`config.mk`:
```
export PLATFORM = sky130hd
export DESIGN_NAME = distributed_mutex_node_top_flat
export DESIGN_NICKNAME = d
export VERILOG_FILES = /design/src/hw/rtl/dmn_pkg.sv /design/src/hw/rtl/dmn_req_if.sv /design/src/hw/rtl/dmn_msg_if.sv /design/src/hw/rtl/dmn_ram.sv /design/src/hw/rtl/dmn_front.sv /design/src/hw/rtl/dmn_back.sv /design/src/hw/rtl/distributed_mutex_node_top.sv /design/src/flat_wrapper.sv
export SDC_FILE = /design/constraint.sdc
export NUM_CORES = 1
export LEC_CHECK = 0
export ABC_CLOCK_PERIOD_IN_PS = 26500
export BUFFER_PORTS_ARGS = -buffer_cell sky130_fd_sc_hd__buf_2
export CAP_MARGIN = 15
export CORE_ASPECT_RATIO = 0.9
export CORE_MARGIN = 2
export CORE_UTILIZATION = 55
export DETAILED_ROUTE_END_ITERATION = 10
export GPL_TIMING_DRIVEN = 0
export PLACE_DENSITY = 0.78
export SYNTH_ARGS = -nofsm -noshare
export SYNTH_HDL_FRONTEND = slang
export SYNTH_SLANG_ARGS = --single-unit
```
`constraint.sdc`:
```
create_clock -name clk -period 26.5 [get_ports clk]
set_input_delay 2.65 -clock clk [delete_from_list [all_inputs] [get_ports clk]]
set_output_delay 2.65 -clock clk [all_outputs]
set_load 0.03 [all_outputs]
```
`src/hw/rtl/dmn_pkg.sv`:
```
// ----------------------------------------------------------------------------
// dmn_pkg: shared types and constants for the distributed mutex node
// Event and message codes, the classified command and the size limits.
// ----------------------------------------------------------------------------
`timescale 1ns / 1ps
`default_nettype none

package dmn_pkg;

  localparam int unsigned STAMP_W = 32;
  localparam int unsigned ID_W    = 4;
  localparam int unsigned KIND_W  = 2;
  localparam int unsigned MARK_W  = 16;

  // peers taking part in the granted check
  localparam int unsigned NODES = 16;
  localparam logic [MARK_W-1:0] NODE_MASK = MARK_W'((33'd1 << NODES) - 33'd1);

  localparam int unsigned DEFER_CAP             = 15;
  localparam int unsigned SAME_TICK_DEFER_LIMIT = 14;
  localparam int unsigned DEFER_SLOTS           = 16;

  localparam int unsigned JOB_DEPTH_DEF = 16;

  // incoming event codes
  localparam logic [1:0] REQ_TICK       = 2'd0;
  localparam logic [1:0] REQ_PEER_REQ   = 2'd1;
  localparam logic [1:0] REQ_PEER_GRANT = 2'd2;
  localparam logic [1:0] REQ_ADD_JOB    = 2'd3;

  // outgoing message codes
  localparam logic [KIND_W-1:0] MSG_REQUEST = 2'd0;
  localparam logic [KIND_W-1:0] MSG_GRANT   = 2'd1;
  localparam logic [KIND_W-1:0] MSG_ENTRY   = 2'd2;

  // configuration register word index
  localparam logic REG_NODE_NUMBER = 1'b0;

  typedef enum logic [1:0] {
    OP_TICK,
    OP_PEER_REQ,
    OP_PEER_GRANT,
    OP_ADD_JOB
  } op_t;

  typedef struct packed {
    op_t                op;
    logic [ID_W-1:0]    peer;
    logic [STAMP_W-1:0] stamp;
  } cmd_t;

endpackage

`default_nettype wire

```
`src/hw/rtl/dmn_req_if.sv`:
```
// ----------------------------------------------------------------------------
// dmn_req_if: event channel into the node
// Valid/ready channel carrying one network or job event per beat.
// ----------------------------------------------------------------------------
`timescale 1ns / 1ps
`default_nettype none

interface dmn_req_if;
  logic                        valid;
  logic                        ready;
  logic [1:0]                  req_type;
  logic [dmn_pkg::ID_W-1:0]    peer_id;
  logic [dmn_pkg::STAMP_W-1:0] stamp;

  modport source (output valid, output req_type, output peer_id, output stamp,
                  input ready);
  modport sink   (input valid, input req_type, input peer_id, input stamp,
                  output ready);
endinterface

`default_nettype wire

```
`src/hw/rtl/dmn_msg_if.sv`:
```
// ----------------------------------------------------------------------------
// dmn_msg_if: message channel out of the node
// Valid/ready channel carrying one outgoing message per beat.
// ----------------------------------------------------------------------------
`timescale 1ns / 1ps
`default_nettype none

interface dmn_msg_if;
  logic                        valid;
  logic                        ready;
  logic [dmn_pkg::KIND_W-1:0]  msg_kind;
  logic [dmn_pkg::ID_W-1:0]    dest_id;
  logic [dmn_pkg::STAMP_W-1:0] msg_stamp;
  logic [dmn_pkg::STAMP_W-1:0] job_stamp;
  logic                        last;

  modport source (output valid, output msg_kind, output dest_id, output msg_stamp,
                  output job_stamp, output last, input ready);
  modport sink   (input valid, input msg_kind, input dest_id, input msg_stamp,
                  input job_stamp, input last, output ready);
endinterface

`default_nettype wire

```
`src/hw/rtl/dmn_ram.sv`:
```
// ----------------------------------------------------------------------------
// dmn_ram: generic simple dual-port RAM
// One write port, one read port, registered read data.
// ----------------------------------------------------------------------------
`timescale 1ns / 1ps
`default_nettype none

module dmn_ram #(
  parameter int unsigned WIDTH = 32,
  parameter int unsigned DEPTH = 16,
  localparam int unsigned AW = (DEPTH > 1) ? $clog2(DEPTH) : 1
) (
  input  wire logic             clk,
  input  wire logic             we,
  input  wire logic [AW-1:0]    waddr,
  input  wire logic [WIDTH-1:0] wdata,
  input  wire logic             re,
  input  wire logic [AW-1:0]    raddr,
  output logic      [WIDTH-1:0] rdata
);

  logic [WIDTH-1:0] mem [DEPTH];

  always_ff @(posedge clk) begin
    if (we) begin
      mem[waddr] <= wdata;
    end
    if (re) begin
      rdata <= mem[raddr];
    end
  end

endmodule

`default_nettype wire

```
`src/hw/rtl/dmn_front.sv`:
```
// ----------------------------------------------------------------------------
// dmn_front: event intake and classification
// Decodes each event into a command and holds it in a two-entry queue.
// ----------------------------------------------------------------------------
`timescale 1ns / 1ps
`default_nettype none

module dmn_front (
  input  wire logic    clk,
  input  wire logic    rst,
  dmn_req_if.sink      evt,
  output logic         cmd_valid,
  input  wire logic    cmd_ready,
  output dmn_pkg::cmd_t cmd_out
);

  localparam logic [1:0] QDEPTH = 2'd2;

  dmn_pkg::cmd_t slots [2];
  dmn_pkg::cmd_t cmd_new;
  logic          wr_ptr;
  logic          rd_ptr;
  logic [1:0]    fill;
  logic          push;
  logic          pop;

  always_comb begin
    cmd_new.peer  = evt.peer_id;
    cmd_new.stamp = evt.stamp;
    case (evt.req_type)
      dmn_pkg::REQ_TICK:       cmd_new.op = dmn_pkg::OP_TICK;
      dmn_pkg::REQ_PEER_REQ:   cmd_new.op = dmn_pkg::OP_PEER_REQ;
      dmn_pkg::REQ_PEER_GRANT: cmd_new.op = dmn_pkg::OP_PEER_GRANT;
      dmn_pkg::REQ_ADD_JOB:    cmd_new.op = dmn_pkg::OP_ADD_JOB;
      default:                 cmd_new.op = dmn_pkg::OP_TICK;
    endcase
  end

  assign evt.ready = (fill != QDEPTH);
  assign cmd_valid = (fill != 2'd0);
  assign cmd_out   = slots[rd_ptr];
  assign push      = evt.valid && evt.ready;
  assign pop       = cmd_valid && cmd_ready;

  always_ff @(posedge clk) begin
    if (rst) begin
      wr_ptr <= 1'b0;
      rd_ptr <= 1'b0;
      fill   <= 2'd0;
    end else begin
      if (push) begin
        wr_ptr <= ~wr_ptr;
      end
      if (pop) begin
        rd_ptr <= ~rd_ptr;
      end
      if (push && !pop) begin
        fill <= fill + 2'd1;
      end else if (pop && !push) begin
        fill <= fill - 2'd1;
      end
    end
  end

  always_ff @(posedge clk) begin
    if (push) begin
      slots[wr_ptr] <= cmd_new;
    end
  end

endmodule

`default_nettype wire

```
`src/hw/rtl/dmn_back.sv`:
```
// ----------------------------------------------------------------------------
// dmn_back: command execution
// Holds the Lamport clock, grants, deferred peers and job queue; emits
// messages through an output register.
// ----------------------------------------------------------------------------
`timescale 1ns / 1ps
`default_nettype none

module dmn_back #(
  parameter int unsigned JOB_DEPTH = dmn_pkg::JOB_DEPTH_DEF
) (
  input  wire logic                     clk,
  input  wire logic                     rst,
  input  wire logic [dmn_pkg::ID_W-1:0] node_number,
  input  wire logic                     cmd_valid,
  output logic                          cmd_ready,
  input  wire dmn_pkg::cmd_t            cmd_in,
  dmn_msg_if.source                     msg
);

  localparam int unsigned AW = (JOB_DEPTH > 1) ? $clog2(JOB_DEPTH) : 1;
  localparam int unsigned CW = AW + 1;
  localparam int unsigned SW = dmn_pkg::STAMP_W;
  localparam int unsigned IW = dmn_pkg::ID_W;
  localparam int unsigned MW = dmn_pkg::MARK_W;
  localparam int unsigned DW = $clog2(dmn_pkg::DEFER_SLOTS);

  typedef enum logic [3:0] {
    ST_IDLE  = 4'b0001,
    ST_EXEC  = 4'b0010,
    ST_ENTER = 4'b0100,
    ST_FLUSH = 4'b1000
  } state_t;

  state_t        state, state_next;
  dmn_pkg::cmd_t cmd;
  logic [SW-1:0] lclock, lclock_next;
  logic          pending, pending_next;
  logic [MW-1:0] marks, marks_next;
  logic [IW-1:0] deferred [dmn_pkg::DEFER_SLOTS];
  logic [DW:0]   dcount, dcount_next;
  logic [DW-1:0] fidx, fidx_next;
  logic [AW-1:0] job_head, job_head_next;
  logic [CW-1:0] job_count, job_count_next;

  logic                          out_valid;
  logic [dmn_pkg::KIND_W-1:0]    out_kind;
  logic [IW-1:0]                 out_dest;
  logic [SW-1:0]                 out_mstamp;
  logic [SW-1:0]                 out_jstamp;
  logic                          out_last;

  logic                          out_load;
  logic [dmn_pkg::KIND_W-1:0]    o_kind;
  logic [IW-1:0]                 o_dest;
  logic [SW-1:0]                 o_mstamp;
  logic [SW-1:0]                 o_jstamp;
  logic                          o_last;
  logic                          defer_we;

  logic          ram_we;
  logic          ram_re;
  logic [AW-1:0] ram_waddr;
  logic [SW-1:0] head_stamp;

  logic [SW-1:0] clk_inc, clk_inc2, clk_max, req_clk, req_clk2;
  logic          has_job, tick_ready, req_ready, defer, defer_room;
  logic          granted, same_tick_enter, out_free, flush_last, job_room;
  logic [MW-1:0] need_mask;
  logic [AW:0]   push_sum;
  logic [AW-1:0] head_inc;

  dmn_ram #(
    .WIDTH (SW),
    .DEPTH (JOB_DEPTH)
  ) u_job_ram (
    .clk   (clk),
    .we    (ram_we),
    .waddr (ram_waddr),
    .wdata (cmd.stamp),
    .re    (ram_re),
    .raddr (job_head),
    .rdata (head_stamp)
  );

  assign clk_inc    = lclock + SW'(1);
  assign clk_inc2   = lclock + SW'(2);
  assign clk_max    = (lclock > cmd.stamp) ? lclock : cmd.stamp;
  assign req_clk    = clk_max + SW'(1);
  assign req_clk2   = clk_max + SW'(2);
  assign has_job    = (job_count != '0);
  assign tick_ready = has_job && (clk_inc >= head_stamp);
  assign req_ready  = has_job && (req_clk >= head_stamp);
  assign defer      = req_ready && ((head_stamp < cmd.stamp) ||
                      ((head_stamp == cmd.stamp) && (node_number < cmd.peer)));
  assign defer_room = (dcount < (DW+1)'(dmn_pkg::DEFER_CAP));
  assign need_mask  = dmn_pkg::NODE_MASK & ~(MW'(1) << node_number);
  assign granted    = ((marks & need_mask) == need_mask);
  assign same_tick_enter = granted &&
                           (dcount <= (DW+1)'(dmn_pkg::SAME_TICK_DEFER_LIMIT));
  assign out_free   = !out_valid || msg.ready;
  assign flush_last = (((DW+1)'(fidx) + (DW+1)'(1)) == dcount);
  assign job_room   = (job_count < CW'(JOB_DEPTH));

  // tail slot: head + count stays below twice the depth
  assign push_sum  = (AW+1)'(job_head) + (AW+1)'(job_count);
  assign ram_waddr = (push_sum >= (AW+1)'(JOB_DEPTH)) ?
                     AW'(push_sum - (AW+1)'(JOB_DEPTH)) : AW'(push_sum);
  assign head_inc  = (job_head == AW'(JOB_DEPTH - 1)) ? '0 : job_head + AW'(1);

  assign cmd_ready = (state == ST_IDLE);
  assign ram_re    = (state == ST_IDLE) && cmd_valid;
  assign ram_we    = (state == ST_EXEC) && (cmd.op == dmn_pkg::OP_ADD_JOB) && job_room;

  always_comb begin
    state_next     = state;
    lclock_next    = lclock;
    pending_next   = pending;
    marks_next     = marks;
    dcount_next    = dcount;
    fidx_next      = fidx;
    job_head_next  = job_head;
    job_count_next = job_count;
    out_load       = 1'b0;
    o_kind         = dmn_pkg::MSG_REQUEST;
    o_dest         = '0;
    o_mstamp       = head_stamp;
    o_jstamp       = '0;
    o_last         = 1'b1;
    defer_we       = 1'b0;
    case (state)
      ST_IDLE: begin
        if (cmd_valid) begin
          state_next = ST_EXEC;
        end
      end
      ST_EXEC: begin
        case (cmd.op)
          dmn_pkg::OP_TICK: begin
            if (pending) begin
              lclock_next = clk_inc;
              state_next  = granted ? ST_ENTER : ST_IDLE;
            end else if (tick_ready) begin
              if (out_free) begin
                out_load     = 1'b1;
                o_kind       = dmn_pkg::MSG_REQUEST;
                o_mstamp     = head_stamp;
                o_last       = !same_tick_enter;
                lclock_next  = clk_inc2;
                pending_next = 1'b1;
                state_next   = same_tick_enter ? ST_ENTER : ST_IDLE;
              end
            end else begin
              lclock_next = clk_inc;
              state_next  = ST_IDLE;
            end
          end
          dmn_pkg::OP_PEER_REQ: begin
            if (defer && defer_room) begin
              defer_we    = 1'b1;
              dcount_next = dcount + (DW+1)'(1);
              lclock_next = req_clk;
              state_next  = ST_IDLE;
            end else if (out_free) begin
              out_load    = 1'b1;
              o_kind      = dmn_pkg::MSG_GRANT;
              o_dest      = cmd.peer;
              o_mstamp    = req_clk2;
              lclock_next = req_clk2;
              state_next  = ST_IDLE;
            end
          end
          dmn_pkg::OP_PEER_GRANT: begin
            marks_next  = marks | (MW'(1) << cmd.peer);
            lclock_next = clk_max;
            state_next  = ST_IDLE;
          end
          dmn_pkg::OP_ADD_JOB: begin
            if (job_room) begin
              job_count_next = job_count + CW'(1);
            end
            state_next = ST_IDLE;
          end
          default: state_next = ST_IDLE;
        endcase
      end
      ST_ENTER: begin
        if (out_free) begin
          out_load     = 1'b1;
          o_kind       = dmn_pkg::MSG_ENTRY;
          o_mstamp     = clk_inc;
          o_jstamp     = has_job ? head_stamp : '0;
          o_last       = (dcount == '0);
          lclock_next  = clk_inc;
          pending_next = 1'b0;
          marks_next   = '0;
          fidx_next    = '0;
          if (has_job) begin
            job_head_next  = head_inc;
            job_count_next = job_count - CW'(1);
          end
          state_next = (dcount == '0) ? ST_IDLE : ST_FLUSH;
        end
      end
      ST_FLUSH: begin
        if (out_free) begin
          out_load    = 1'b1;
          o_kind      = dmn_pkg::MSG_GRANT;
          o_dest      = deferred[fidx];
          o_mstamp    = clk_inc;
          o_last      = flush_last;
          lclock_next = clk_inc;
          fidx_next   = fidx + DW'(1);
          if (flush_last) begin
            dcount_next = '0;
            state_next  = ST_IDLE;
          end
        end
      end
      default: state_next = ST_IDLE;
    endcase
  end

  always_ff @(posedge clk) begin
    if (rst) begin
      state     <= ST_IDLE;
      lclock    <= '0;
      pending   <= 1'b0;
      marks     <= '0;
      dcount    <= '0;
      fidx      <= '0;
      job_head  <= '0;
      job_count <= '0;
      out_valid <= 1'b0;
    end else begin
      state     <= state_next;
      lclock    <= lclock_next;
      pending   <= pending_next;
      marks     <= marks_next;
      dcount    <= dcount_next;
      fidx      <= fidx_next;
      job_head  <= job_head_next;
      job_count <= job_count_next;
      if (out_load) begin
        out_valid <= 1'b1;
      end else if (msg.ready) begin
        out_valid <= 1'b0;
      end
    end
  end

  always_ff @(posedge clk) begin
    if (ram_re) begin
      cmd <= cmd_in;
    end
    if (defer_we) begin
      deferred[dcount[DW-1:0]] <= cmd.peer;
    end
    if (out_load) begin
      out_kind   <= o_kind;
      out_dest   <= o_dest;
      out_mstamp <= o_mstamp;
      out_jstamp <= o_jstamp;
      out_last   <= o_last;
    end
  end

  assign msg.valid     = out_valid;
  assign msg.msg_kind  = out_kind;
  assign msg.dest_id   = out_dest;
  assign msg.msg_stamp = out_mstamp;
  assign msg.job_stamp = out_jstamp;
  assign msg.last      = out_last;

endmodule

`default_nettype wire

```
`src/hw/rtl/distributed_mutex_node_top.sv`:
```
// ----------------------------------------------------------------------------
// distributed_mutex_node_top: one Ricart-Agrawala mutual exclusion node
// Lamport-clocked request/grant protocol with a local job queue.
// ----------------------------------------------------------------------------
// Usage:
//   evt  - one event per beat: tick, peer request, peer go-ahead or job add.
//   msg  - outgoing messages: request broadcast, go-ahead to a peer, or
//          critical-section entry; last marks the final beat of an event.
//   APB  - node_number at byte address 0; write it only while the node is
//          idle. pready is tied high, reads return the register.
// Timing:
//   An event is queued in a two-entry command queue and executed by the
//   back end one at a time; the job-queue head is read through the RAM's
//   registered read port before the event executes. An entry with deferred
//   peers is followed by one go-ahead per deferred peer, one per cycle
//   while msg.ready holds, paced by the single output register.
//   The event side keeps accepting while a message waits in the output
//   register, until the command queue fills.
// Reset: clears the clock, grants, pending request and both queue counts;
//   job and deferred-peer storage is left as is; an unwritten word is never used.
// Stall: a held msg.ready freezes the back end at its next message.
// ----------------------------------------------------------------------------
`timescale 1ns / 1ps
`default_nettype none

module distributed_mutex_node_top #(
  parameter int unsigned JOB_DEPTH = dmn_pkg::JOB_DEPTH_DEF
) (
  input  wire logic        clk,
  input  wire logic        rst,
  dmn_req_if.sink          evt,
  dmn_msg_if.source        msg,
  input  wire logic        psel,
  input  wire logic        penable,
  input  wire logic        pwrite,
  input  wire logic [2:0]  paddr,
  input  wire logic [31:0] pwdata,
  output logic      [31:0] prdata,
  output logic             pready
);

  logic [dmn_pkg::ID_W-1:0] node_number;
  logic                     cfg_sel;
  logic                     cmd_valid;
  logic                     cmd_ready;
  dmn_pkg::cmd_t            cmd;

  // word index 0 holds node_number; other addresses read as zero
  assign cfg_sel = (paddr[2] == dmn_pkg::REG_NODE_NUMBER);
  assign pready  = 1'b1;
  assign prdata  = cfg_sel ? {{(32-dmn_pkg::ID_W){1'b0}}, node_number} : 32'd0;

  always_ff @(posedge clk) begin
    if (rst) begin
      node_number <= '0;
    end else if (psel && penable && pwrite && pready && cfg_sel) begin
      node_number <= pwdata[dmn_pkg::ID_W-1:0];
    end
  end

  // front end: accept and classify events
  dmn_front u_front (
    .clk       (clk),
    .rst       (rst),
    .evt       (evt),
    .cmd_valid (cmd_valid),
    .cmd_ready (cmd_ready),
    .cmd_out   (cmd)
  );

  // back end: protocol state and message generation
  dmn_back #(
    .JOB_DEPTH (JOB_DEPTH)
  ) u_back (
    .clk         (clk),
    .rst         (rst),
    .node_number (node_number),
    .cmd_valid   (cmd_valid),
    .cmd_ready   (cmd_ready),
    .cmd_in      (cmd),
    .msg         (msg)
  );

endmodule

`default_nettype wire
```
`src/flat_wrapper.sv`:
```
// flat-port wrapper written by rule: the top's interface ports become plain ports
module distributed_mutex_node_top_flat 
#(
  parameter int unsigned JOB_DEPTH = dmn_pkg::JOB_DEPTH_DEF
)
  (clk, rst, psel, penable, pwrite, paddr, pwdata, prdata, pready, evt_valid, evt_req_type, evt_peer_id, evt_stamp, evt_ready, msg_valid, msg_msg_kind, msg_dest_id, msg_msg_stamp, msg_job_stamp, msg_last, msg_ready);
  dmn_req_if evt_i ();
  dmn_msg_if msg_i ();
  input  wire logic clk;
  input  wire logic rst;
  input  wire logic psel;
  input  wire logic penable;
  input  wire logic pwrite;
  input  wire logic [2:0] paddr;
  input  wire logic [31:0] pwdata;
  output logic      [31:0] prdata;
  output logic pready;
  input wire logic [$bits(evt_i.valid)-1:0] evt_valid;
  input wire logic [$bits(evt_i.req_type)-1:0] evt_req_type;
  input wire logic [$bits(evt_i.peer_id)-1:0] evt_peer_id;
  input wire logic [$bits(evt_i.stamp)-1:0] evt_stamp;
  output wire logic [$bits(evt_i.ready)-1:0] evt_ready;
  output wire logic [$bits(msg_i.valid)-1:0] msg_valid;
  output wire logic [$bits(msg_i.msg_kind)-1:0] msg_msg_kind;
  output wire logic [$bits(msg_i.dest_id)-1:0] msg_dest_id;
  output wire logic [$bits(msg_i.msg_stamp)-1:0] msg_msg_stamp;
  output wire logic [$bits(msg_i.job_stamp)-1:0] msg_job_stamp;
  output wire logic [$bits(msg_i.last)-1:0] msg_last;
  input wire logic [$bits(msg_i.ready)-1:0] msg_ready;
  assign evt_i.valid = evt_valid;
  assign evt_i.req_type = evt_req_type;
  assign evt_i.peer_id = evt_peer_id;
  assign evt_i.stamp = evt_stamp;
  assign evt_ready = evt_i.ready;
  assign msg_valid = msg_i.valid;
  assign msg_msg_kind = msg_i.msg_kind;
  assign msg_dest_id = msg_i.dest_id;
  assign msg_msg_stamp = msg_i.msg_stamp;
  assign msg_job_stamp = msg_i.job_stamp;
  assign msg_last = msg_i.last;
  assign msg_i.ready = msg_ready;
  distributed_mutex_node_top #(.JOB_DEPTH(JOB_DEPTH)) u_core (.clk(clk), .rst(rst), .evt(evt_i), .msg(msg_i), .psel(psel), .penable(penable), .pwrite(pwrite), .paddr(paddr), .pwdata(pwdata), .prdata(prdata), .pready(pready));
endmodule
```
==> run_results.csv <==
group,metric,value,unit
placed_design,dpl_worst_slack,15.02,ns
clock_network,cts_tree,"done",
sta,skew,0.0417,ns
synthesis,yosysMostFrequentCell,"edfxtp_1",
drt,vias,28894,
drt,drt_iter0_markers,4050,
placed_design,placed_area,44700,µm²
setup_path,critical_path_arrival,12.51,ns
synthesis,synth_top_cell_area_share,0.567,
drt,wl_per_cell,32.9,µm
sta,setup_ws,14.43,ns
clock_network,cts.repair.resized,0,
synthesis,yosysSeqAreaShare,0.608,
cells_and_area,layout.nets,3495,
sta,finalHoldViolations,0,
clock_network,cts_buffers,86,
drt,ant_nets,0,
cells_and_area,final_area,47500,µm²
synthesis,synth_cell_types,91,
power,ir_drop,0.0000814,V
clock_network,hold_buffers,0,
synthesis,synth_area,42000,µm²
drt,drc_errors,0,
clock_network,clkSinkCount,877,
sta,timing.fmax,82.9,MHz
sta,worst_pin_slew,1.22,ns
clock_network,clkTransAtPathRegs,0.06,ns
power,power.total,3.97,mW
die,dieHeight,266,µm
die,die_w,295,µm
sta,max-slew-margin-rel,0.179,
die,start_util,0.553,
cells_and_area,fin_util,0.625,
clock_network,clk-insertion-delay-late,0.70,ns
synthesis,synth_largest_area_cell,"edfxtp_1",
drt,firstDrtPassIters,9,
synthesis,syn_inst,2994,
setup_path,cp-start-kind,"flip-flop",
clock_network,clk_path_buf_depth,3,
synthesis,yosys_register_bits,877,
die,die_area,78500,µm²
global_routing,grt_max_degree,61,
global_routing,overflow,0,
power,power.density,83.7,nW/µm²
clock_network,htreeDepth,3,
placed_design,place.gp.congestion,1.04,
sta,tns,0,ns
sta,hold_ws,0.470,ns
setup_path,critical_path_class,"flip-flop to flip-flop",
synthesis,synth_edf_count,793,
sta,min_period,12.07,ns
global_routing,grt_use_total,0.369,
global_routing,antenna_found_initial,3,
synthesis,ys_warn_count,0,
die,core,75900,µm²
drt,post_drt_via_cell_ratio,6.62,
sta,final_max_slew_viol_count,0,
setup_path,crit_path_max_fanout,17,
min_path,hp-class,"flip-flop to flip-flop",
setup_path,critical-path-max-stage-delay,0.70,ns
placed_design,place_inst,4200,
synthesis,postSynthAreaPerCell,14.0,µm²
sta,final.period_utilization,0.455,
placed_design,dpl.hpwl,102,mm
sta,setup_viol,0,
cells_and_area,drive_gt1_frac,0.179,
die,fp-row-count,96,
die,ios,186,
global_routing,grt_pass1_wl,204,mm
cells_and_area,syn_to_final_growth,13.1,%
synthesis,netlist_top_cells_count,"edfxtp_1 (793), nor2_1 (236), mux4_2 (180)",
cells_and_area,final_cells,4363,
synthesis,synth.area.top_cells,"edfxtp_1 (57%), mux4_2 (9.7%), ha_1 (4.5%)",
clock_network,root_buffer,"clkbuf_16",
drt,finalWirelength,143,mm
power,p_leak,16.3,nW
setup_path,crit_required,26.94,ns
cells_and_area,fillers,5570,
setup_path,setup.worst_path.end_class,"flip-flop",
sta,rsz0062_at_grt,"no",
global_routing,grt_pass1_vias,28087,
setup_path,crit_slowest_cell,"edfxtp_1",
synthesis,ys.flop_type,"edfxtp_1",
outcome,outcome,"finished clean",
placed_design,port_buffers,124,
clock_network,post-cts-setup-buffers,0,
synthesis,synthArstFlopShare,0,
job,cap_viol_max_count,0,
[path summary, 6_finish.rpt]
path	from	to	slack [ns]	depth (start not counted)
max	u_core.u_back.cmd[9]$_DFFE_PP_	u_core.u_back.msg.msg_stamp[12]$_DFFE_PP_	14.43	30
min	u_core.u_back.marks[11]$_SDFFE_PP0P_	u_core.u_back.marks[11]$_SDFFE_PP0P_	0.47	2
max reg2reg	u_core.u_back.cmd[9]$_DFFE_PP_	u_core.u_back.msg.msg_stamp[12]$_DFFE_PP_	14.43	30
min reg2reg	u_core.u_back.marks[11]$_SDFFE_PP0P_	u_core.u_back.marks[11]$_SDFFE_PP0P_	0.47	2
[layout by cell type (no fill, tap or decap), drive strengths merged, types with 84 or more instances in the layout]
master / Yosys / layout
ha: 152 / 152
a21oi: 145 / 145
clkbuf: 108 / 216
xnor2: 114 / 114
mux4: 180 / 180
inv: 123 / 128
o21ai: 94 / 94
edfxtp: 793 / 793
nand2: 171 / 171
dfxtp: 84 / 84
nor2: 238 / 238
buf: 83 / 235
[report_power, final]
part           leakage [nW]  total (mW)  switching (mW)  internal [mW]
combinational          7.09       0.855           0.586          0.269
sequential             7.91        1.89           0.192           1.70
clock                  1.32        1.22           0.554          0.670
total                  16.3        3.97            1.33           2.64
[kinds of logic (layout without fill, tap and decap cells)]
family          after synthesis  after routing  synth area share
compound gates              481            481            0.0753
fa+ha+maj                   154            154            0.0463
flops                       877            877             0.608
other cells                   2             30          0.000179
buf+inv                     319            631            0.0327
simple gates                719            719            0.0825
xor+xnor                    161            161            0.0336
mux                         281            281             0.122
[layout make-up]
class	count	area [µm²]	area share
clock inverters	52	505	0.0106
inverters	128	483	0.0102
multi-input cells	1825	15300	0.323
flip-flops and latches	877	25500	0.537
diodes	1	2.50	0.0000527
clock buffers	108	2260	0.0475
well taps	1029	1290	0.0271
repair buffers	152	1200	0.0253
plain buffers	191	892	0.0188
[state kept, by name (all words and copies together) (netlist names), 2 cells and up, named ones only]
signal and flops:
u_core.u_back.job_head 4, u_core.u_back.state 4, u_core.u_back.lclock 32, u_core.u_back.cmd 38, u_core.u_back.marks 16, u_core.u_back.u_job_ram.mem 512
u_core.u_back.msg.msg_stamp 32, u_core.u_back.msg.job_stamp 32, u_core.node_number 4, u_core.u_back.msg.dest_id 4, u_core.u_back.msg.msg_kind 2, u_core.u_front.slots 76
u_core.u_back.job_count 5, u_core.u_back.u_job_ram.rdata 32, u_core.u_back.deferred 64, u_core.u_back.fidx 4, u_core.u_back.dcount 5, u_core.u_front.fill 2
[routing by layer]
| layer | routed length, µm | GRT usage | share of wire | up-vias |
|---|---|---|---|---|
| met5 | 0 | 0 | 0 | - |
| met4 | 6040 | 0.138 | 0.042 | 0 |
| met3 | 14700 | 0.0774 | 0.10 | 332 |
| met2 | 66600 | 0.579 | 0.46 | 2001 |
| met1 | 56100 | 0.510 | 0.39 | 14489 |
| li1 | - | - | - | 12072 |
[critical path: cells and delay by family (launching register included)]
| kind | cells | cell delay, ns |
|---|---|---|
| and+or+nand+nor | 12 | 4.32 |
| AOI/OAI and AO/OA | 7 | 2.89 |
| buffers and inverters | 6 | 2.20 |
| adders and majority gates | 3 | 1.13 |
| DFF | 1 | 0.70 |
| muxes | 1 | 0.45 |
| xor gates and xnor gates | 1 | 0.11 |
No activity file was read; power rests on OpenSTA's default activity.
